$ cat src/hw/rtl/vfgf_pkg.sv
// shared types, constants and field layouts for the voice frame gap filler
package vfgf_pkg;

    // fixed field widths
    localparam int SLOT_W   = 5;
    localparam int CFG_W    = 5;
    localparam int SEQB_W   = 8;
    localparam int KIND_W   = 2;
    localparam int ADD_W    = SLOT_W + 1;

    // sequence defaults and limits
    localparam int SEQ_PERIOD_DEF = 21;
    localparam logic [SLOT_W-1:0] MAX_FILL = SLOT_W'(20);
    localparam int END_BIT  = 6;

    // register reset values
    localparam logic [CFG_W-1:0] SILENCE_THR_RST = CFG_W'(2);
    localparam logic [CFG_W-1:0] DROP_LIMIT_RST  = CFG_W'(18);

    // register indexes
    localparam logic REG_SILENCE_THR = 1'b0;
    localparam logic REG_DROP_LIMIT  = 1'b1;

    // input word kinds
    localparam logic IN_HEADER = 1'b0;
    localparam logic IN_DATA   = 1'b1;

    // result frame kinds
    localparam logic [KIND_W-1:0] FK_RECV    = 2'd0;
    localparam logic [KIND_W-1:0] FK_SILENCE = 2'd1;
    localparam logic [KIND_W-1:0] FK_REPEAT  = 2'd2;
    localparam logic [KIND_W-1:0] FK_END     = 2'd3;

    typedef struct packed {
        logic              kind;
        logic [SEQB_W-1:0] seq_byte;
    } t_in_word;

    typedef struct packed {
        logic [KIND_W-1:0] frame_kind;
        logic [SLOT_W-1:0] slot;
        logic              sync_slot;
        logic              last;
    } t_out_word;

    // operands for the shared modulo adder
    typedef struct packed {
        logic [ADD_W-1:0] a;
        logic [ADD_W-1:0] b;
    } t_add_op;

endpackage

$ cat src/hw/rtl/vfgf_mod_add.sv
// shared modulo-period adder used for gap measurement and slot advance
module vfgf_mod_add #(
    parameter int SEQ_PERIOD = vfgf_pkg::SEQ_PERIOD_DEF
) (
    input  vfgf_pkg::t_add_op              i_op,
    output logic [vfgf_pkg::SLOT_W-1:0]    o_sum
);
    import vfgf_pkg::*;

    localparam logic [ADD_W:0] PERIOD = (ADD_W+1)'(SEQ_PERIOD);

    logic [ADD_W:0] raw_sum;
    logic [ADD_W:0] wrapped;

    // add, then fold back once into the period
    always_comb begin
        raw_sum = {1'b0, i_op.a} + {1'b0, i_op.b};
        wrapped = (raw_sum >= PERIOD) ? (raw_sum - PERIOD) : raw_sum;
        o_sum   = wrapped[SLOT_W-1:0];
    end

endmodule

$ cat src/hw/rtl/vfgf_seq.sv
// sequencer: slot tracking, gap decision and result emission
module vfgf_seq #(
    parameter int SEQ_PERIOD = vfgf_pkg::SEQ_PERIOD_DEF
) (
    input  logic                          i_clk,
    input  logic                          i_rst_n,
    input  logic                          i_in_valid,
    output logic                          o_in_ready,
    input  vfgf_pkg::t_in_word            i_in_word,
    input  logic [vfgf_pkg::CFG_W-1:0]    i_silence_thr,
    input  logic [vfgf_pkg::CFG_W-1:0]    i_drop_limit,
    output logic                          o_out_valid,
    input  logic                          i_out_ready,
    output vfgf_pkg::t_out_word           o_out_word,
    output vfgf_pkg::t_add_op             o_add_op,
    input  logic [vfgf_pkg::SLOT_W-1:0]   i_add_sum
);
    import vfgf_pkg::*;

    localparam logic [ADD_W-1:0] PERIOD = ADD_W'(SEQ_PERIOD);

    typedef enum logic [1:0] {
        S_IDLE,
        S_GAP,
        S_EMIT
    } t_state;

    t_state              r_state;
    logic [SLOT_W-1:0]   r_exp;
    logic [SLOT_W-1:0]   r_num;
    logic [SLOT_W-1:0]   r_remain;
    logic [KIND_W-1:0]   r_fill;
    logic                r_out_valid;
    t_out_word           r_out;

    logic                in_acc;
    logic                out_acc;
    logic [SLOT_W-1:0]   in_num;
    logic [SLOT_W-1:0]   n_remain;
    logic                gap_drop;

    assign in_acc   = i_in_valid && (r_state == S_IDLE);
    assign out_acc  = r_out_valid && i_out_ready;
    assign in_num   = i_in_word.seq_byte[SLOT_W-1:0];
    assign n_remain = r_remain - SLOT_W'(1);
    assign gap_drop = ({1'b0, i_add_sum} > {1'b0, i_drop_limit}) || (i_add_sum > MAX_FILL);

    // operand select: gap in the measure step, slot + 1 otherwise
    always_comb begin
        if (r_state == S_GAP) begin
            o_add_op.a = {1'b0, r_num};
            o_add_op.b = PERIOD - {1'b0, r_exp};
        end else begin
            o_add_op.a = {1'b0, r_exp};
            o_add_op.b = ADD_W'(1);
        end
    end

    // state, slot counter and output word
    always_ff @(posedge i_clk) begin
        if (!i_rst_n) begin
            r_state     <= S_IDLE;
            r_exp       <= '0;
            r_out_valid <= 1'b0;
        end else begin
            unique case (r_state)
                S_IDLE: begin
                    if (in_acc) begin
                        if (i_in_word.kind == IN_HEADER) begin
                            r_exp <= '0;
                        end else if (i_in_word.seq_byte[END_BIT]) begin
                            r_out.frame_kind <= FK_END;
                            r_out.slot       <= r_exp;
                            r_out.sync_slot  <= 1'b0;
                            r_out.last       <= 1'b1;
                            r_out_valid      <= 1'b1;
                            r_state          <= S_EMIT;
                        end else if ({1'b0, in_num} < PERIOD) begin
                            r_num   <= in_num;
                            r_state <= S_GAP;
                        end
                    end
                end
                S_GAP: begin
                    if (gap_drop) begin
                        r_state <= S_IDLE;
                    end else begin
                        r_remain <= i_add_sum;
                        r_fill   <= ({1'b0, i_add_sum} > {1'b0, i_silence_thr}) ?
                                    FK_SILENCE : FK_REPEAT;
                        r_out.slot      <= r_exp;
                        r_out.sync_slot <= (r_exp == '0);
                        if (i_add_sum == '0) begin
                            r_out.frame_kind <= FK_RECV;
                            r_out.last       <= 1'b1;
                        end else begin
                            r_out.frame_kind <= ({1'b0, i_add_sum} > {1'b0, i_silence_thr}) ?
                                                FK_SILENCE : FK_REPEAT;
                            r_out.last       <= 1'b0;
                        end
                        r_out_valid <= 1'b1;
                        r_state     <= S_EMIT;
                    end
                end
                S_EMIT: begin
                    if (out_acc) begin
                        if (r_out.frame_kind != FK_END) begin
                            r_exp <= i_add_sum;
                        end
                        if (r_out.last) begin
                            r_out_valid <= 1'b0;
                            r_state     <= S_IDLE;
                        end else begin
                            r_remain        <= n_remain;
                            r_out.slot      <= i_add_sum;
                            r_out.sync_slot <= (i_add_sum == '0);
                            if (n_remain == '0) begin
                                r_out.frame_kind <= FK_RECV;
                                r_out.last       <= 1'b1;
                            end else begin
                                r_out.frame_kind <= r_fill;
                                r_out.last       <= 1'b0;
                            end
                        end
                    end
                end
                default: begin
                    r_state <= S_IDLE;
                end
            endcase
        end
    end

    assign o_in_ready  = (r_state == S_IDLE);
    assign o_out_valid = r_out_valid;
    assign o_out_word  = r_out;

endmodule

$ cat src/hw/rtl/voice_frame_gap_filler_top.sv
// A data frame first passes the gap step, then its first result is registered;
// an end frame's result is registered on acceptance; results then follow one per
// cycle while taken. A frame occupies the block until its last result is taken,
// a header or dropped frame only the accept and gap steps; one modulo adder is shared.
// Reset (synchronous, active low): expected slot 0, silence threshold 2,
// drop limit 18, no result pending, input ready.
module voice_frame_gap_filler_top #(
    parameter int SEQ_PERIOD = vfgf_pkg::SEQ_PERIOD_DEF
) (
    input  logic                        i_clk,
    input  logic                        i_rst_n,
    input  logic                        i_valid,
    output logic                        o_ready,
    input  vfgf_pkg::t_in_word          i_word,
    output logic                        o_valid,
    input  logic                        i_ready,
    output vfgf_pkg::t_out_word         o_word,
    input  logic                        i_cfg_we,
    input  logic                        i_cfg_idx,
    input  logic [vfgf_pkg::CFG_W-1:0]  i_cfg_data
);
    import vfgf_pkg::*;

    logic [CFG_W-1:0]  r_silence_thr;
    logic [CFG_W-1:0]  r_drop_limit;
    t_add_op           add_op;
    logic [SLOT_W-1:0] add_sum;

    // configuration registers
    always_ff @(posedge i_clk) begin
        if (!i_rst_n) begin
            r_silence_thr <= SILENCE_THR_RST;
            r_drop_limit  <= DROP_LIMIT_RST;
        end else if (i_cfg_we) begin
            unique case (i_cfg_idx)
                REG_SILENCE_THR: r_silence_thr <= i_cfg_data;
                REG_DROP_LIMIT:  r_drop_limit  <= i_cfg_data;
                default: ;
            endcase
        end
    end

    // sequencer
    vfgf_seq #(
        .SEQ_PERIOD (SEQ_PERIOD)
    ) u_seq (
        .i_clk         (i_clk),
        .i_rst_n       (i_rst_n),
        .i_in_valid    (i_valid),
        .o_in_ready    (o_ready),
        .i_in_word     (i_word),
        .i_silence_thr (r_silence_thr),
        .i_drop_limit  (r_drop_limit),
        .o_out_valid   (o_valid),
        .i_out_ready   (i_ready),
        .o_out_word    (o_word),
        .o_add_op      (add_op),
        .i_add_sum     (add_sum)
    );

    // shared modulo adder
    vfgf_mod_add #(
        .SEQ_PERIOD (SEQ_PERIOD)
    ) u_add (
        .i_op  (add_op),
        .o_sum (add_sum)
    );

endmodule

$ cat config.mk
export PLATFORM = sky130hd
export DESIGN_NAME = voice_frame_gap_filler_top
export DESIGN_NICKNAME = d
export VERILOG_FILES = /design/src/hw/rtl/vfgf_pkg.sv /design/src/hw/rtl/vfgf_mod_add.sv /design/src/hw/rtl/vfgf_seq.sv /design/src/hw/rtl/voice_frame_gap_filler_top.sv
export SDC_FILE = /design/constraint.sdc
export NUM_CORES = 1
export LEC_CHECK = 0
export BUFFER_PORTS_ARGS = -buffer_cell sky130_fd_sc_hd__buf_2
export CAP_MARGIN = 5
export CORE_MARGIN = 10
export CORE_UTILIZATION = 30
export DETAILED_ROUTE_END_ITERATION = 12
export HOLD_SLACK_MARGIN = 0.12
export PLACE_DENSITY_LB_ADDON = 0.08
export SYNTH_ARGS = -nofsm -noshare
export SYNTH_HDL_FRONTEND = slang
export SYNTH_SLANG_ARGS = --single-unit
$ cat constraint.sdc
create_clock -name i_clk -period 13.1 [get_ports i_clk]
set_input_delay 3.275 -clock i_clk [delete_from_list [all_inputs] [get_ports i_clk]]
set_output_delay 3.275 -clock i_clk [all_outputs]
set_load 0.01 [all_outputs]
======== Word level (Yosys, flattened, before mapping) ========
Index checks and enable logic that the tools add are counted.
operators by class
  mux-type cells .......................... 38
  reductions and logical operators ........ 20
  order comparisons ....................... 5
  add/subtract/negate cells ............... 4
  bitwise logic cells ..................... 3
  equal/unequal tests ..................... 13
operator list
  cell                                                   count
  2-to-1 mux 9 bit                                       6
  2-to-1 mux 5 bit                                       8
  one-hot mux 9 bit (3 select lines)                     1
  2-to-1 mux 2 bit                                       10
  one-hot mux 5 bit (2 select lines)                     2
  logical NOT 5 bit                                      3
  AND reduction 5 bit                                    3
  AND reduction 7 bit                                    2
  inequality test 2 x 1 -> 1 bit, second input constant  6
  2-to-1 mux 11 bit                                      1
  > comparator 5 bit                                     2
  2-to-1 mux 1 bit                                       8
  inequality test 2 bit, second input constant           4
  AND reduction 8 bit                                    1
  adder 5 x 6 -> 7 bit                                   1
  >= comparator 7 x 5 -> 1 bit, second input constant    1
  one-hot mux 2 bit (3 select lines)                     1
  AND reduction 6 bit                                    1
  subtractor 5 x 5 -> 6 bit, first input constant        1
  > comparator 5 bit, second input constant              1
  less-than comparator 5 bit, second input constant      1
  subtractor 5 x 1 -> 5 bit, second input constant       1
  subtractor 5 bit, second input constant                1
  AND reduction 2 bit                                    2
  other kinds (11)                                       15
storage, ports and cells
  word-level logic and storage cells ...... 95
  bits in registers ....................... 39
  input port bits ......................... 20
  output and inout bits ................... 11

======== Depth between registers and ports, before layout ========
Gate-level depths: netlist of the first run.
  depth after elaboration ................. 10
  mapped depth ............................ 20
  mapped depth without buffers ............ 19

======== By module ========
From an unflattened synthesis of the first run, not the netlist that was laid out.
second synthesis, totals
  cells, all modules ...................... 286
  area, all modules ....................... 2,707.6 um^2
by module, submodules not included
  module                      area each (um^2)  cells each  seq. area each (um^2)  times used
  vfgf_seq                    1,855.5           188         790.8                  1
  vfgf_mod_add                440.4             56          0.0                    1
  voice_frame_gap_filler_top  411.6             42          200.2                  1

======== Least setup slack after synthesis of the first run ========
OpenSTA, ideal clock, no wires.
  kind .................................... register to register
  start point ............................. register u_seq.r_state[1]
  end point ............................... register u_seq.r_out, in the netlist u_seq.o_out_word[1], enable pin
  arrival time ............................ 4.782 ns
  clock period less this slack ............ 5.062 ns
  path buffers ............................ 1
  data required time ...................... 12.820 ns
  stages on the path, launching flop included .. 21
  path slack .............................. 8.038 ns
  library setup time ...................... 0.280 ns
  path through ............................ dfxtp_1 inv_1 ha_1 buf_1 mux2_2 ha_1 inv_1 fa_1 ha_1 o21ai_0 o21ai_1 a221oi_2 mux2i_1 inv_1 ha_1 a21o_1 nand2_1 maj3_1 a211o_1 a31oi_1 nor2_1
between the ends
  cells in the longest elaborated chain, start to end .. 9
  elaborated cells on any way between the ends .. 20
  those cells by class .................... add/sub: 2; order compare: 3; eq/ne: 8; mux: 2; reduce/logical: 5
RTL lines
  item                                                                     line                            RTL
  start, declared                                                          vfgf_seq.sv:28                  t_state r_state;
  start signal, assigned                                                   vfgf_seq.sv:62                  r_state <= S_IDLE;
  start signal, assigned                                                   vfgf_seq.sv:77                  r_state <= S_EMIT;
  start signal, assigned                                                   vfgf_seq.sv:80                  r_state <= S_GAP;
  equality test 2 x 1 -> 1 bit                                             vfgf_seq.sv:50, vfgf_seq.sv:66
  2-to-1 mux 11 bit                                                        vfgf_seq.sv:50                  if (r_state == S_GAP) begin
  adder 5 x 6 -> 7 bit                                                     vfgf_mod_add.sv:17              raw_sum = {1'b0, i_op.a} + {1'b0, i_op.b};
  >= comparator 7 x 5 -> 1 bit / subtractor 5 bit (equally long branches)  vfgf_mod_add.sv:18              wrapped = (raw_sum >= PERIOD) ? (raw_sum - PERIOD) : raw_sum;
  2-to-1 mux 5 bit                                                         vfgf_mod_add.sv:18
  > comparator 5 bit                                                       vfgf_seq.sv:46                  assign gap_drop = ({1'b0, i_add_sum} > {1'b0, i_drop_limit}) || (i_add_sum > MAX_FILL);
  logical OR 1 bit                                                         vfgf_seq.sv:46
  inequality test 2 bit (no source line)                                   -
  AND reduction 8 bit (no source line) *                                   -
  end, declared                                                            vfgf_seq.sv:34                  t_out_word r_out;
Mark *: on every way between the ends. The rest lies on a longest branch, timed or not.
A chain may end at the register's enable or synchronous reset.

======== Final worst setup path of the first run ========
  start point ............................. register u_seq.r_state[1]
  end point ............................... register u_seq.r_out, in the netlist u_seq.o_out_word[6], enable pin
The elaborated chain is that of the path after synthesis.

==> metrics.md, run 1 <==
| Metric | Value |
|---|---|
| Wirelength per Cell | 15.7 um |
| TritonCTS Buffers | 5 |
| Die Y | about 120 um |
| Routed Antenna Nets | 0 |
| Antenna Cells | 0 |
| DR vias/cell | 5.19 |
| DP Worst Slack | 7140 ps |
| Critical Path Sink | u_seq.o_out_word[6]$_DFFE_PP_ |
| Reg-to-reg startpoint | u_seq.r_state[1]$_SDFFE_PN0P_ |
| Worst EP required | ~13000 ps |
| Top post-synthesis cells by area | edfxtp_1, dfxtp_1, ha_1 |
| Flop2flop setup slack | 7100 ps |
| Inst Count DP | 446 |
| Synthesized cell area | 2810 um2 |
| Post-DP HPWL | around 5.7 mm |
| Number of synthesized flops with an enable pin | 21 |
| Post-cts resize count | 0 |
| Top cell type's share of synthesized area | between 20 and 25% |
| Die footprint | roughly 14000 um2 |
| Fin crit period | 6000 ps |
| Initial antenna violation count | 0 |
| Num Clock Sinks | 39 |
| # hold bufs at CTS | 0 |
| CP endpoint kind | register |
| Outcome | completed |
| RePlAce Congestion | between 0.7 and 0.8 |
| Worst clock skew | ~12 ps |
| Initial Util | a little under a third |
| First-pass GRT wire length | 11.7 mm |
| DRT iter0 DRCs | 117 |
| Main synth FF type | edfxtp_1 |
| Ys async rst share | 0% |
| Yosys reg bits | 39 |
| Grt total ovfl | 0 |
| Final cycle utilization of the critical path | 45.8% |
| Non-filler cells, final | 454 |
| Min-Delay Path Class | register to register |
| I/O pin count | 31 |
| Number of port buffers | 28 |
| Leak | 1.31 nW |
| Worst-Skew Late Latency | 290 ps |
| Root buf cell | clkbuf_8 |
| Post-CTS setup buffer count | 0 |
| Proportion of synthesized chip area in sequential cells | 35.3% |
| Setup Viol. Count Final | 0 |
| PwrDens | 194 nW/um2 |
| Hold path startpoint | r_drop_limit[4]$_SDFFE_PN1P_ |
| Max Clock Freq | 167 MHz |
| GRT Total Usage | 10.9% |
| Most numerous cell in the Yosys netlist | nand2_1 |
| Synthesis-to-finish area growth | 13.2% |
| Setup CP Type | register to register |
| Synth top cells by count | nand2_1, inv_1, nor2_1, edfxtp_1, ha_1 |
| Final Hold Vio Count | 0 |
| Fillers | between 900 and 1k |
| Largest net degree at the start of global routing | 25 |
| Syn_area_per_cell | between 8 and 9 um2 |
| Unrepaired setup endpoints after global routing | false |
| Final WL | 7.11 mm |
| Critical path data arrival time | 6000 ps |
| Rel. slew slack | 45.8% |
| Drt drc | 0 |
| Crit-path max FO | 14 |
| CP Launch Type | register |
| Number of distinct library cells after synthesis | 59 |
| Slew @ Worst Pin | 807 ps |
| Setup TNS | 0 ps |
| CTS tree | built |
| Area leader, netlist | edfxtp_1 |
| Final core occ | 34.7% |
| Final WS setup | 7100 ps |
| Vias in the first global route | approximately 2.3k |
| CTS clk-pin slew, worst paths | 80 ps |
| Syn Nets | 357 |
| FF-to-FF path depth | 19 |
| Die X | roughly 120 um |
| H-tree levels | 2 |
| Final nets | 382 |
| Peak VDD IR | 49.7 uV |
| DRT Pass-1 Iters | 4 |
| Critical R2R Capture | u_seq.o_out_word[6]$_DFFE_PP_ |
| Yosys warnings | 0 |
| Rows | 35 |
| CTS Buffer Depth | 2 |
| MaxCap Viol Count | 0 |
| Share of cells above drive strength 1 | between 10 and 15% |
| Max-slew violations | 0 |
| Via count | between 2k and 2.5k |
| Core area | 9150 um2 |
| Post-Syn Instances | 317 |
| Worst Setup SP | u_seq.r_state[1]$_SDFFE_PN0P_ |
power by group:
part	leakage [nW]	total (mW)	internal (mW)	switching [mW]
combinational	0.903	0.329	0.124	0.205
sequential	0.338	0.169	0.157	0.0118
clock	0.0654	0.119	0.0762	0.0427
total	1.31	0.617	0.357	0.260
per-layer routing:
layer / global-route usage (%) / share of wire [%] / routed length (um)
met1: 14.5 / 49 / 3480
met4: 4.61 / 2.5 / 176
met3: 1.85 / 3.8 / 269
met5: 0 / 0 / 0
met2: 16.9 / 45 / 3190
worst max-delay path: stages (launching register included):
cell      delay, ps
dfxtp_1         330
inv_1            80
ha_1            540
mux2_2          410
ha_1            240
inv_1            80
fa_1            470
ha_1            230
o21ai_0         150
o21ai_1         110
a221oi_2        550
mux2i_1         440
inv_1           230
ha_1            350
a21o_1          140
nand2_1          60
maj3_1          340
a211o_1         310
a31oi_1         380
nor2_1          270
layout by cell type (no fill, tap or decap), types with 10 or more instances in the layout:
cell / Yosys / routed
nor2b_1: 10 / 10
nand2_1: 36 / 36
ha_1: 19 / 19
nand3_1: 16 / 16
inv_1: 27 / 27
xnor2_1: 12 / 12
o21ai_0: 13 / 13
nor2_1: 24 / 24
buf_2: 1 / 28
dfxtp_1: 18 / 18
edfxtp_1: 21 / 21
registers in the layout, summed over array words and instances, names as in the netlist:
register	cells
u_seq.r_remain	5
u_seq.r_state	2
u_seq.r_num	5
r_silence_thr	5
u_seq.o_out_word	9
u_seq.o_out_valid	1
u_seq.r_exp	5
r_drop_limit	5
u_seq.r_fill	2
area by class of cell:
type                    instances  area, um2  share of cell area, %
multi-input cells             239       1660                   52.3
flip-flops and latches         39        991                   31.2
repair buffers                 29        148                   4.65
well taps                     111        139                   4.38
inverters                      28        105                   3.31
clock buffers                   6       72.6                   2.29
clock inverters                 2       60.1                   1.89
metrics by stage:
stage	instance area [um2]	hold WS, ps	total power [mW]
detailed placement	3040	465	0.504
global placement	3040	461	0.503
finish	3170	476	0.617
floorplan	2810	441	0.419
CTS	3170	480	0.625
global route	3170	491	0.669
worst min-delay path by stage:
stage | endpoint | depth (start not counted)
finish | r_drop_limit[4]$_SDFFE_PN1P_ | 2
global route | r_drop_limit[1]$_SDFFE_PN1P_ | 2
CTS | r_drop_limit[4]$_SDFFE_PN1P_ | 2
detailed placement | r_drop_limit[4]$_SDFFE_PN1P_ | 2
global placement | r_drop_limit[4]$_SDFFE_PN1P_ | 2
floorplan | r_drop_limit[1]$_SDFFE_PN1P_ | 2
cells by family (layout without fill, tap and decap cells):
group	count (synthesis)	count (layout)	synth area share, %
multiplexers	13	13	4.82
buffers and inverters	39	65	5.53
XOR/XNOR	18	18	6.38
AO/OA/AOI/OAI	71	71	18.2
AND/OR/NAND/NOR	112	112	18.7
flip-flops	39	39	35.3
adder cells (fa/ha/maj)	25	25	11.1
No activity file was read; power rests on OpenSTA's default activity.
==> inputs of run 2 (changes only) <==
clock period = 5.9 ns   (was 13.1 ns; I/O delays follow)
==> metrics.md, run 2 (synthesized netlist as in run 1, its figures left out) <==
| Metric | Value |
|---|---|
| Outcome | completed |
| Wirelength per Cell | 15.6 um (-0.71%) |
| Critical path data arrival time | 5310 ps (-690 ps) |
| Most frequent cells in the layout | nand2_1, buf_2, inv_1, nor2_1, edfxtp_1 |
| H-tree levels | 2 (unchanged) |
| Initial antenna violation count | 0 (unchanged) |
| DRT Pass-1 Iters | 4 (unchanged) |
| Post-DP HPWL | 5.68 mm (+0.34%) |
| DR vias/cell | 5.03 (-3.0%) |
| Hold Crit Endpoint | r_drop_limit[4]$_SDFFE_PN1P_ |
| Synthesis-to-finish area growth | 14.5% |
| Hold path startpoint | r_drop_limit[4]$_SDFFE_PN1P_ |
| DRT iter0 DRCs | 127 (+8.5%) |
| FF-to-FF path depth | 19 (unchanged) |
| # hold bufs at CTS | 0 (unchanged) |
| CTS clk-pin slew, worst paths | 80 ps (about the same) |
| Drt drc | 0 (unchanged) |
| Unrepaired setup endpoints after global routing | false |
| First-pass GRT wire length | 11.8 mm (+0.65%) |
| RePlAce Congestion | 0.779 (+0.68%) |
| MaxCap Viol Count | 0 (unchanged) |
| Grt total ovfl | 0 (unchanged) |
| Final nets | 387 (+1.3%) |
| CP endpoint kind | register |
| GRT Total Usage | 10.9% (+0.062 points) |
| Routed Antenna Nets | 0 (unchanged) |
| Worst Setup SP | u_seq.r_state[1]$_SDFFE_PN0P_ |
| Initial Util | 30.6% (unchanged) |
| Crit-path max FO | 8 (-6) |
| Most common cell after layout, fill and taps aside | nand2_1 |
| I/O pin count | 31 (unchanged) |
| Vias in the first global route | 2324 (+2.3%) |
| Reg-to-reg startpoint | u_seq.r_state[1]$_SDFFE_PN0P_ |
| Rows | 35 (unchanged) |
| Max reg flops | 9 (unchanged) |
| Worst clock skew | 5.62 ps (-6.48 ps) |
| Setup CP Type | register to register |
| TritonCTS Buffers | 5 (unchanged) |
| Min-Delay Path Class | register to register |
| Fin crit period | 5300 ps (-696 ps) |
| Final Hold Vio Count | 0 (unchanged) |
| Setup Viol. Count Final | 0 (unchanged) |
| Leak | 1.33 nW (+1.9%) |
| Final WL | 7.14 mm (+0.38%) |
| Die footprint | 13600 um2 (unchanged) |
| Finished Cell Area | 3210 um2 (+1.2%) |
| Rel. slew slack | 55.7% (+9.9 points) |
| CP peak stage delay | 480 ps (-70 ps) |
| Antenna Cells | 0 (unchanged) |
| GRT busiest layer | met2 |
| Root buf cell | clkbuf_8 |
| Final cycle utilization of the critical path | 89.9% (+44 points) |
| Most used cell, CP | ha_1 |
| Die Y | 117 um (unchanged) |
| Num Clock Sinks | 39 (unchanged) |
| Setup TNS | 0 ps (unchanged) |
| Flop2flop setup slack | 600 ps (-6500 ps) |
| Crit-path slowest cell | fa_1 |
| Peak VDD IR | 131 uV (+160%) |
| PwrDens | 433 nW/um2 (+120%) |
| Hold Path Stages | 2 (unchanged) |
| Routing usage on met3 | 1.54% (-0.31 points) |
| Largest net degree at the start of global routing | 25 (unchanged) |
| Met1 Track Usage GR | 14.6% (+0.17 points) |
| Post-cts resize count | 0 (unchanged) |
| Slew @ Worst Pin | 662 ps (-146 ps) |
| Max Clock Freq | 189 MHz (+13%) |
| Post-CTS setup buffer count | 0 (unchanged) |
| Worst EP required | 5910 ps (-7190 ps) |
| CP Launch Type | register |
| Worst-Skew Late Latency | 290 ps (about the same) |
| Grt met2 use | 17.5% (+0.67 points) |
| Max-slew violations | 0 (unchanged) |
| Via count | 2310 (-1.9%) |
| CTS Buffer Depth | 2 (unchanged) |
| Number of port buffers | 28 (unchanged) |
| Die X | 117 um (unchanged) |
| Crit-path cells | inv_1 > ha_1 > mux2_2 > ha_1 > inv_1 > fa_1 > ha_1 > o21ai_0 > o21ai_1 > a221oi_2 > mux2i_1 > inv_1 > ha_1 > a21o_1 > nand2_1 > maj3_1 > a211o_1 > a31oi_1 > nor2_1 |
| Dpl cell area | 3080 um2 (+1.2%) |
| Share of cells above drive strength 1 | 16.1% (+1.2 points) |
| Core area | 9150 um2 (unchanged) |
| CTS tree | built |
| Critical R2R Capture | u_seq.o_out_word[1]$_DFFE_PP_ |
-- run 2: layout make-up --
cell class	instances	area (um2)
Fill cell	1007	5940
Multi-Input combinational cell	239	1660
Sequential cell	39	991
Timing Repair Buffer	34	185
Tap cell	111	139
Inverter	28	105
Clock buffer	6	72.6
Clock inverter	2	60.1
-- run 2: worst max-delay path: cells and delay by family, from the launching register on --
kind | cells | cell delay (ps)
flops | 1 | 330
buf+inv | 3 | 310
mux | 2 | 810
simple gates | 2 | 320
fa+ha+maj | 6 | 1830
compound gates | 6 | 1430
-- run 2: where the power goes --
part / switching (mW) / internal, mW
clock network: 0.0968 / 0.169
registers: 0.0265 / 0.349
logic: 0.456 / 0.294
-- run 2: worst max-delay path by stage --
stage and endpoint:
2_1_floorplan u_seq.o_out_word[1]$_DFFE_PP_, 3_3_place_gp u_seq.o_out_word[3]$_DFFE_PP_, 3_5_place_dp u_seq.o_out_word[2]$_DFFE_PP_, 4_1_cts u_seq.o_out_word[5]$_DFFE_PP_, 5_1_grt u_seq.o_out_word[4]$_DFFE_PP_, 6_report u_seq.o_out_word[1]$_DFFE_PP_
-- run 2: routing by layer --
metal	routed length [um]	part of all wire, %
met4	57	0.80
met2	3280	46
met5	0	0
met1	3570	50
met3	234	3.3
-- run 2: metrics by stage --
stage	hold slack (ps)	total power [mW]	cells	worst slack (ps)	utilization, %
final	478	1.39	459	597	35.1
after global routing	512	1.52	459	78.7	35.1
after floorplan	441	0.931	317	838	-
after detailed placement	465	1.14	451	582	33.6
after CTS	481	1.41	459	541	35.1
after global placement	460	1.14	451	595	33.6
==> inputs of run 3 (changes only) <==
SYNTH_HIERARCHICAL = 1   (was default)
==> metrics.md, run 3 <==
| Metric | Value |
|---|---|
| # hold bufs at CTS | 0 (unchanged) |
| RePlAce Congestion | 0.718 (-7.8%) |
| Area occupied by multi-input gates | 1560 um2 (-6.2%) |
| Post-DP HPWL | 5.36 mm (-5.8%) |
| Syn_area_per_cell | 9.47 um2 (+7.0%) |
| CTS clk-pin slew, worst paths | 80 ps (about the same) |
| Top cell type's share of synthesized area | 23.3% (+0.81 points) |
| Fillers | 928 (-7.8%) |
| Core area | 8760 um2 (-4.3%) |
| Initial antenna violation count | 0 (unchanged) |
| CP Launch Type | register |
| Proportion of synthesized chip area in sequential cells | 36.6% (+1.3 points) |
| Most numerous cell in the Yosys netlist | inv_1 |
| DRT iter0 DRCs | 88 (-31%) |
| Number of distinct library cells after synthesis | 56 (-5.1%) |
| Final core occ | 35.1% (about the same) |
| Final nets | 365 (-5.7%) |
| Rows | 34 (-2.9%) |
| Antenna Cells | 0 (unchanged) |
| Share of cells above drive strength 1 | 18.8% (+2.7 points) |
| Worst EP required | 5860 ps (-50 ps) |
| GRT Total Usage | 10.5% (-0.45 points) |
| Synthesis-to-finish area growth | 13.6% |
| Yosys warnings | 6 (+6) |
| Comb power frac | 50.7% (-3.2 points) |
| DP Worst Slack | 1060 ps (+479 ps) |
| Setup Viol. Count Final | 0 (unchanged) |
| Vias in the first global route | 2088 (-10%) |
| Main synth FF type | edfxtp_1 |
| Crit-path max FO | 8 (unchanged) |
| Sw Ratio | 40.4% (-1.2 points) |
| Die footprint | 13200 um2 (-2.9%) |
| CP endpoint kind | register |
| Dpl cell area | 2970 um2 (-3.6%) |
| Synthesized cell area | 2710 um2 (-3.5%) |
| Num Clock Sinks | 39 (unchanged) |
| Most frequent cells in the layout | inv_1, buf_2, nand2_1, ha_1, edfxtp_1 |
| CTS tree | built |
| Drt drc | 0 (unchanged) |
| Max-slew violations | 0 (unchanged) |
| H-tree levels | 2 (unchanged) |
| Worst-Skew Late Latency | 290 ps (about the same) |
| Largest net degree at the start of global routing | 24 (-4.0%) |
| Critical path data arrival time | 4820 ps (-490 ps) |
| Max Clock Freq | 206 MHz (+9.0%) |
| Routed Antenna Nets | 0 (unchanged) |
| TritonCTS Buffers | 5 (unchanged) |
| Synth top cells by count | inv_1, nand2_1, ha_1, edfxtp_1, dfxtp_1 |
| Die X | 115 um (-1.5%) |
| Fin crit period | 4860 ps (-440 ps) |
| Setup CP Type | register to register |
| Unrepaired setup endpoints after global routing | false |
| Syn Nets | 332 (-7.0%) |
| PwrDens | 387 nW/um2 (-11%) |
| Final WS setup | 1040 ps (+440 ps) |
| Initial Util | 30.9% (+0.25 points) |
| Number of port buffers | 28 (unchanged) |
| Flop2flop setup slack | 1040 ps (+440 ps) |
| DR vias/cell | 4.87 (-3.2%) |
| Storage cell area | 991 um2 (unchanged) |
| Peak VDD IR | 141 uV (+7.8%) |
| CTS Buffer Depth | 2 (unchanged) |
| Net switching power | 481 uW (-17%) |
| Grt total ovfl | 0 (unchanged) |
| Max reg flops | 9 (unchanged) |
| Leak | 1.31 nW (-1.8%) |
| Worst clock skew | 9.36 ps (+3.74 ps) |
| Finished Cell Area | 3080 um2 (-4.2%) |
| Wirelength per Cell | 15.9 um (+2.1%) |
| Ys async rst share | 0% (unchanged) |
| Yosys reg bits | 39 (unchanged) |
| Slew @ Worst Pin | 836 ps (+174 ps) |
| Final cycle utilization of the critical path | 82.4% (-7.5 points) |
| Setup TNS | 0 ps (unchanged) |
| First-pass GRT wire length | 11.1 mm (-6.4%) |
| Outcome | completed |
| Root buf cell | clkbuf_8 |
| Final Hold Vio Count | 0 (unchanged) |
| Die Y | 115 um (-1.5%) |
| Clk pwr share | 18.6% (-0.5 points) |
| DRT Pass-1 Iters | 4 (unchanged) |
| Top post-synthesis cells by area | edfxtp_1, dfxtp_1, ha_1 |
| Seq pwr share | 30.7% (+3.7 points) |
| Post-cts resize count | 0 (unchanged) |
| MaxCap Viol Count | 0 (unchanged) |
| Area leader, netlist | edfxtp_1 |
| Post-Syn Instances | 286 (-9.8%) |
| Number of synthesized flops with an enable pin | 21 (unchanged) |
| Post-CTS setup buffer count | 0 (unchanged) |
| Rel. slew slack | 44.3% (-11 points) |
| Min-Delay Path Class | register to register |
| Internal power | 709 uW (-13%) |
| Via count | 2085 (-9.7%) |
| Final WL | 6.80 mm (-4.8%) |
| I/O pin count | 31 (unchanged) |
## run 3: cell types whose count changed after synthesis, moves of 7 or more
cell,before,now
nand2_1,36,27
nor2_1,24,15
a21oi_1,8,16
clkbuf_1,8,0
nand2b_1,5,12
nor2b_1,10,3
nor3_1,9,2
## run 3: layout make-up
type	count	share of cell area [%]
Multi-Input combinational cell	211	50.6
Sequential cell	39	32.2
Timing Repair Buffer	33	5.78
Tap cell	108	4.39
Inverter	29	3.54
Clock buffer	7	2.48
Clock inverter	1	0.976
## run 3: critical path, stage by stage (launching register included)
cell and delay (ps):
dfxtp_1 340, inv_1 80, ha_1 340, mux2_2 390
ha_1 230, inv_1 80, fa_1 480, ha_1 250
o21ai_0 170, o21ai_0 170, a21oi_2 260, mux2i_1 410
ha_1 310, nor2b_1 130, o21ai_1 110, a32oi_1 100
o21ai_1 220, and4_1 470
## run 3: through the flow
| step | std cells | hold slack (ps) | power [mW] |
|---|---|---|---|
| 2_1_floorplan | 286 | 431 | 0.787 |
| 3_3_place_gp | 420 | 442 | 0.975 |
| 3_5_place_dp | 420 | 448 | 0.978 |
| 4_1_cts | 428 | 460 | 1.20 |
| 5_1_grt | 428 | 485 | 1.30 |
| 6_report | 428 | 457 | 1.19 |
## run 3: metal layers
layer  track usage (%)  wire length, um
met1              13.9             3370
met2              16.7             3130
met3              2.19              213
met4              2.97               80
met5                 0                0
## run 3: cell families (layout without fill, tap and decap cells)
family,Yosys count,after routing,share of synthesized area [%]
flip-flops,39,39,36.6
AND/OR/NAND/NOR,90,90,17.7
adder cells (fa/ha/maj),26,26,12.3
other,1,1,0.138
XOR/XNOR,8,8,2.59
multiplexers,19,19,7.30
buffers and inverters,36,70,5.91
AO/OA/AOI/OAI,67,67,17.5
## run 3: final timing paths
kind,end,from,cells past startpoint
worst max register to register,u_seq/o_out_word[1]$_DFFE_PP_,u_seq/r_state[1]$_SDFFE_PN0P_,17
worst min-delay path,r_drop_limit[3]$_SDFFE_PN0P_,r_drop_limit[3]$_SDFFE_PN0P_,2
worst max-delay path,u_seq/o_out_word[1]$_DFFE_PP_,u_seq/r_state[1]$_SDFFE_PN0P_,17
worst min register to register,r_drop_limit[3]$_SDFFE_PN0P_,r_drop_limit[3]$_SDFFE_PN0P_,2
## run 3: power by group through the flow
stage               registers [mW]  logic (mW)  clock network (mW)
global route                 0.371       0.687               0.241
CTS                          0.367       0.609               0.228
floorplan                    0.374       0.413                   0
global placement             0.373       0.602                   0
detailed placement           0.374       0.604                   0
finish                       0.366       0.603               0.221
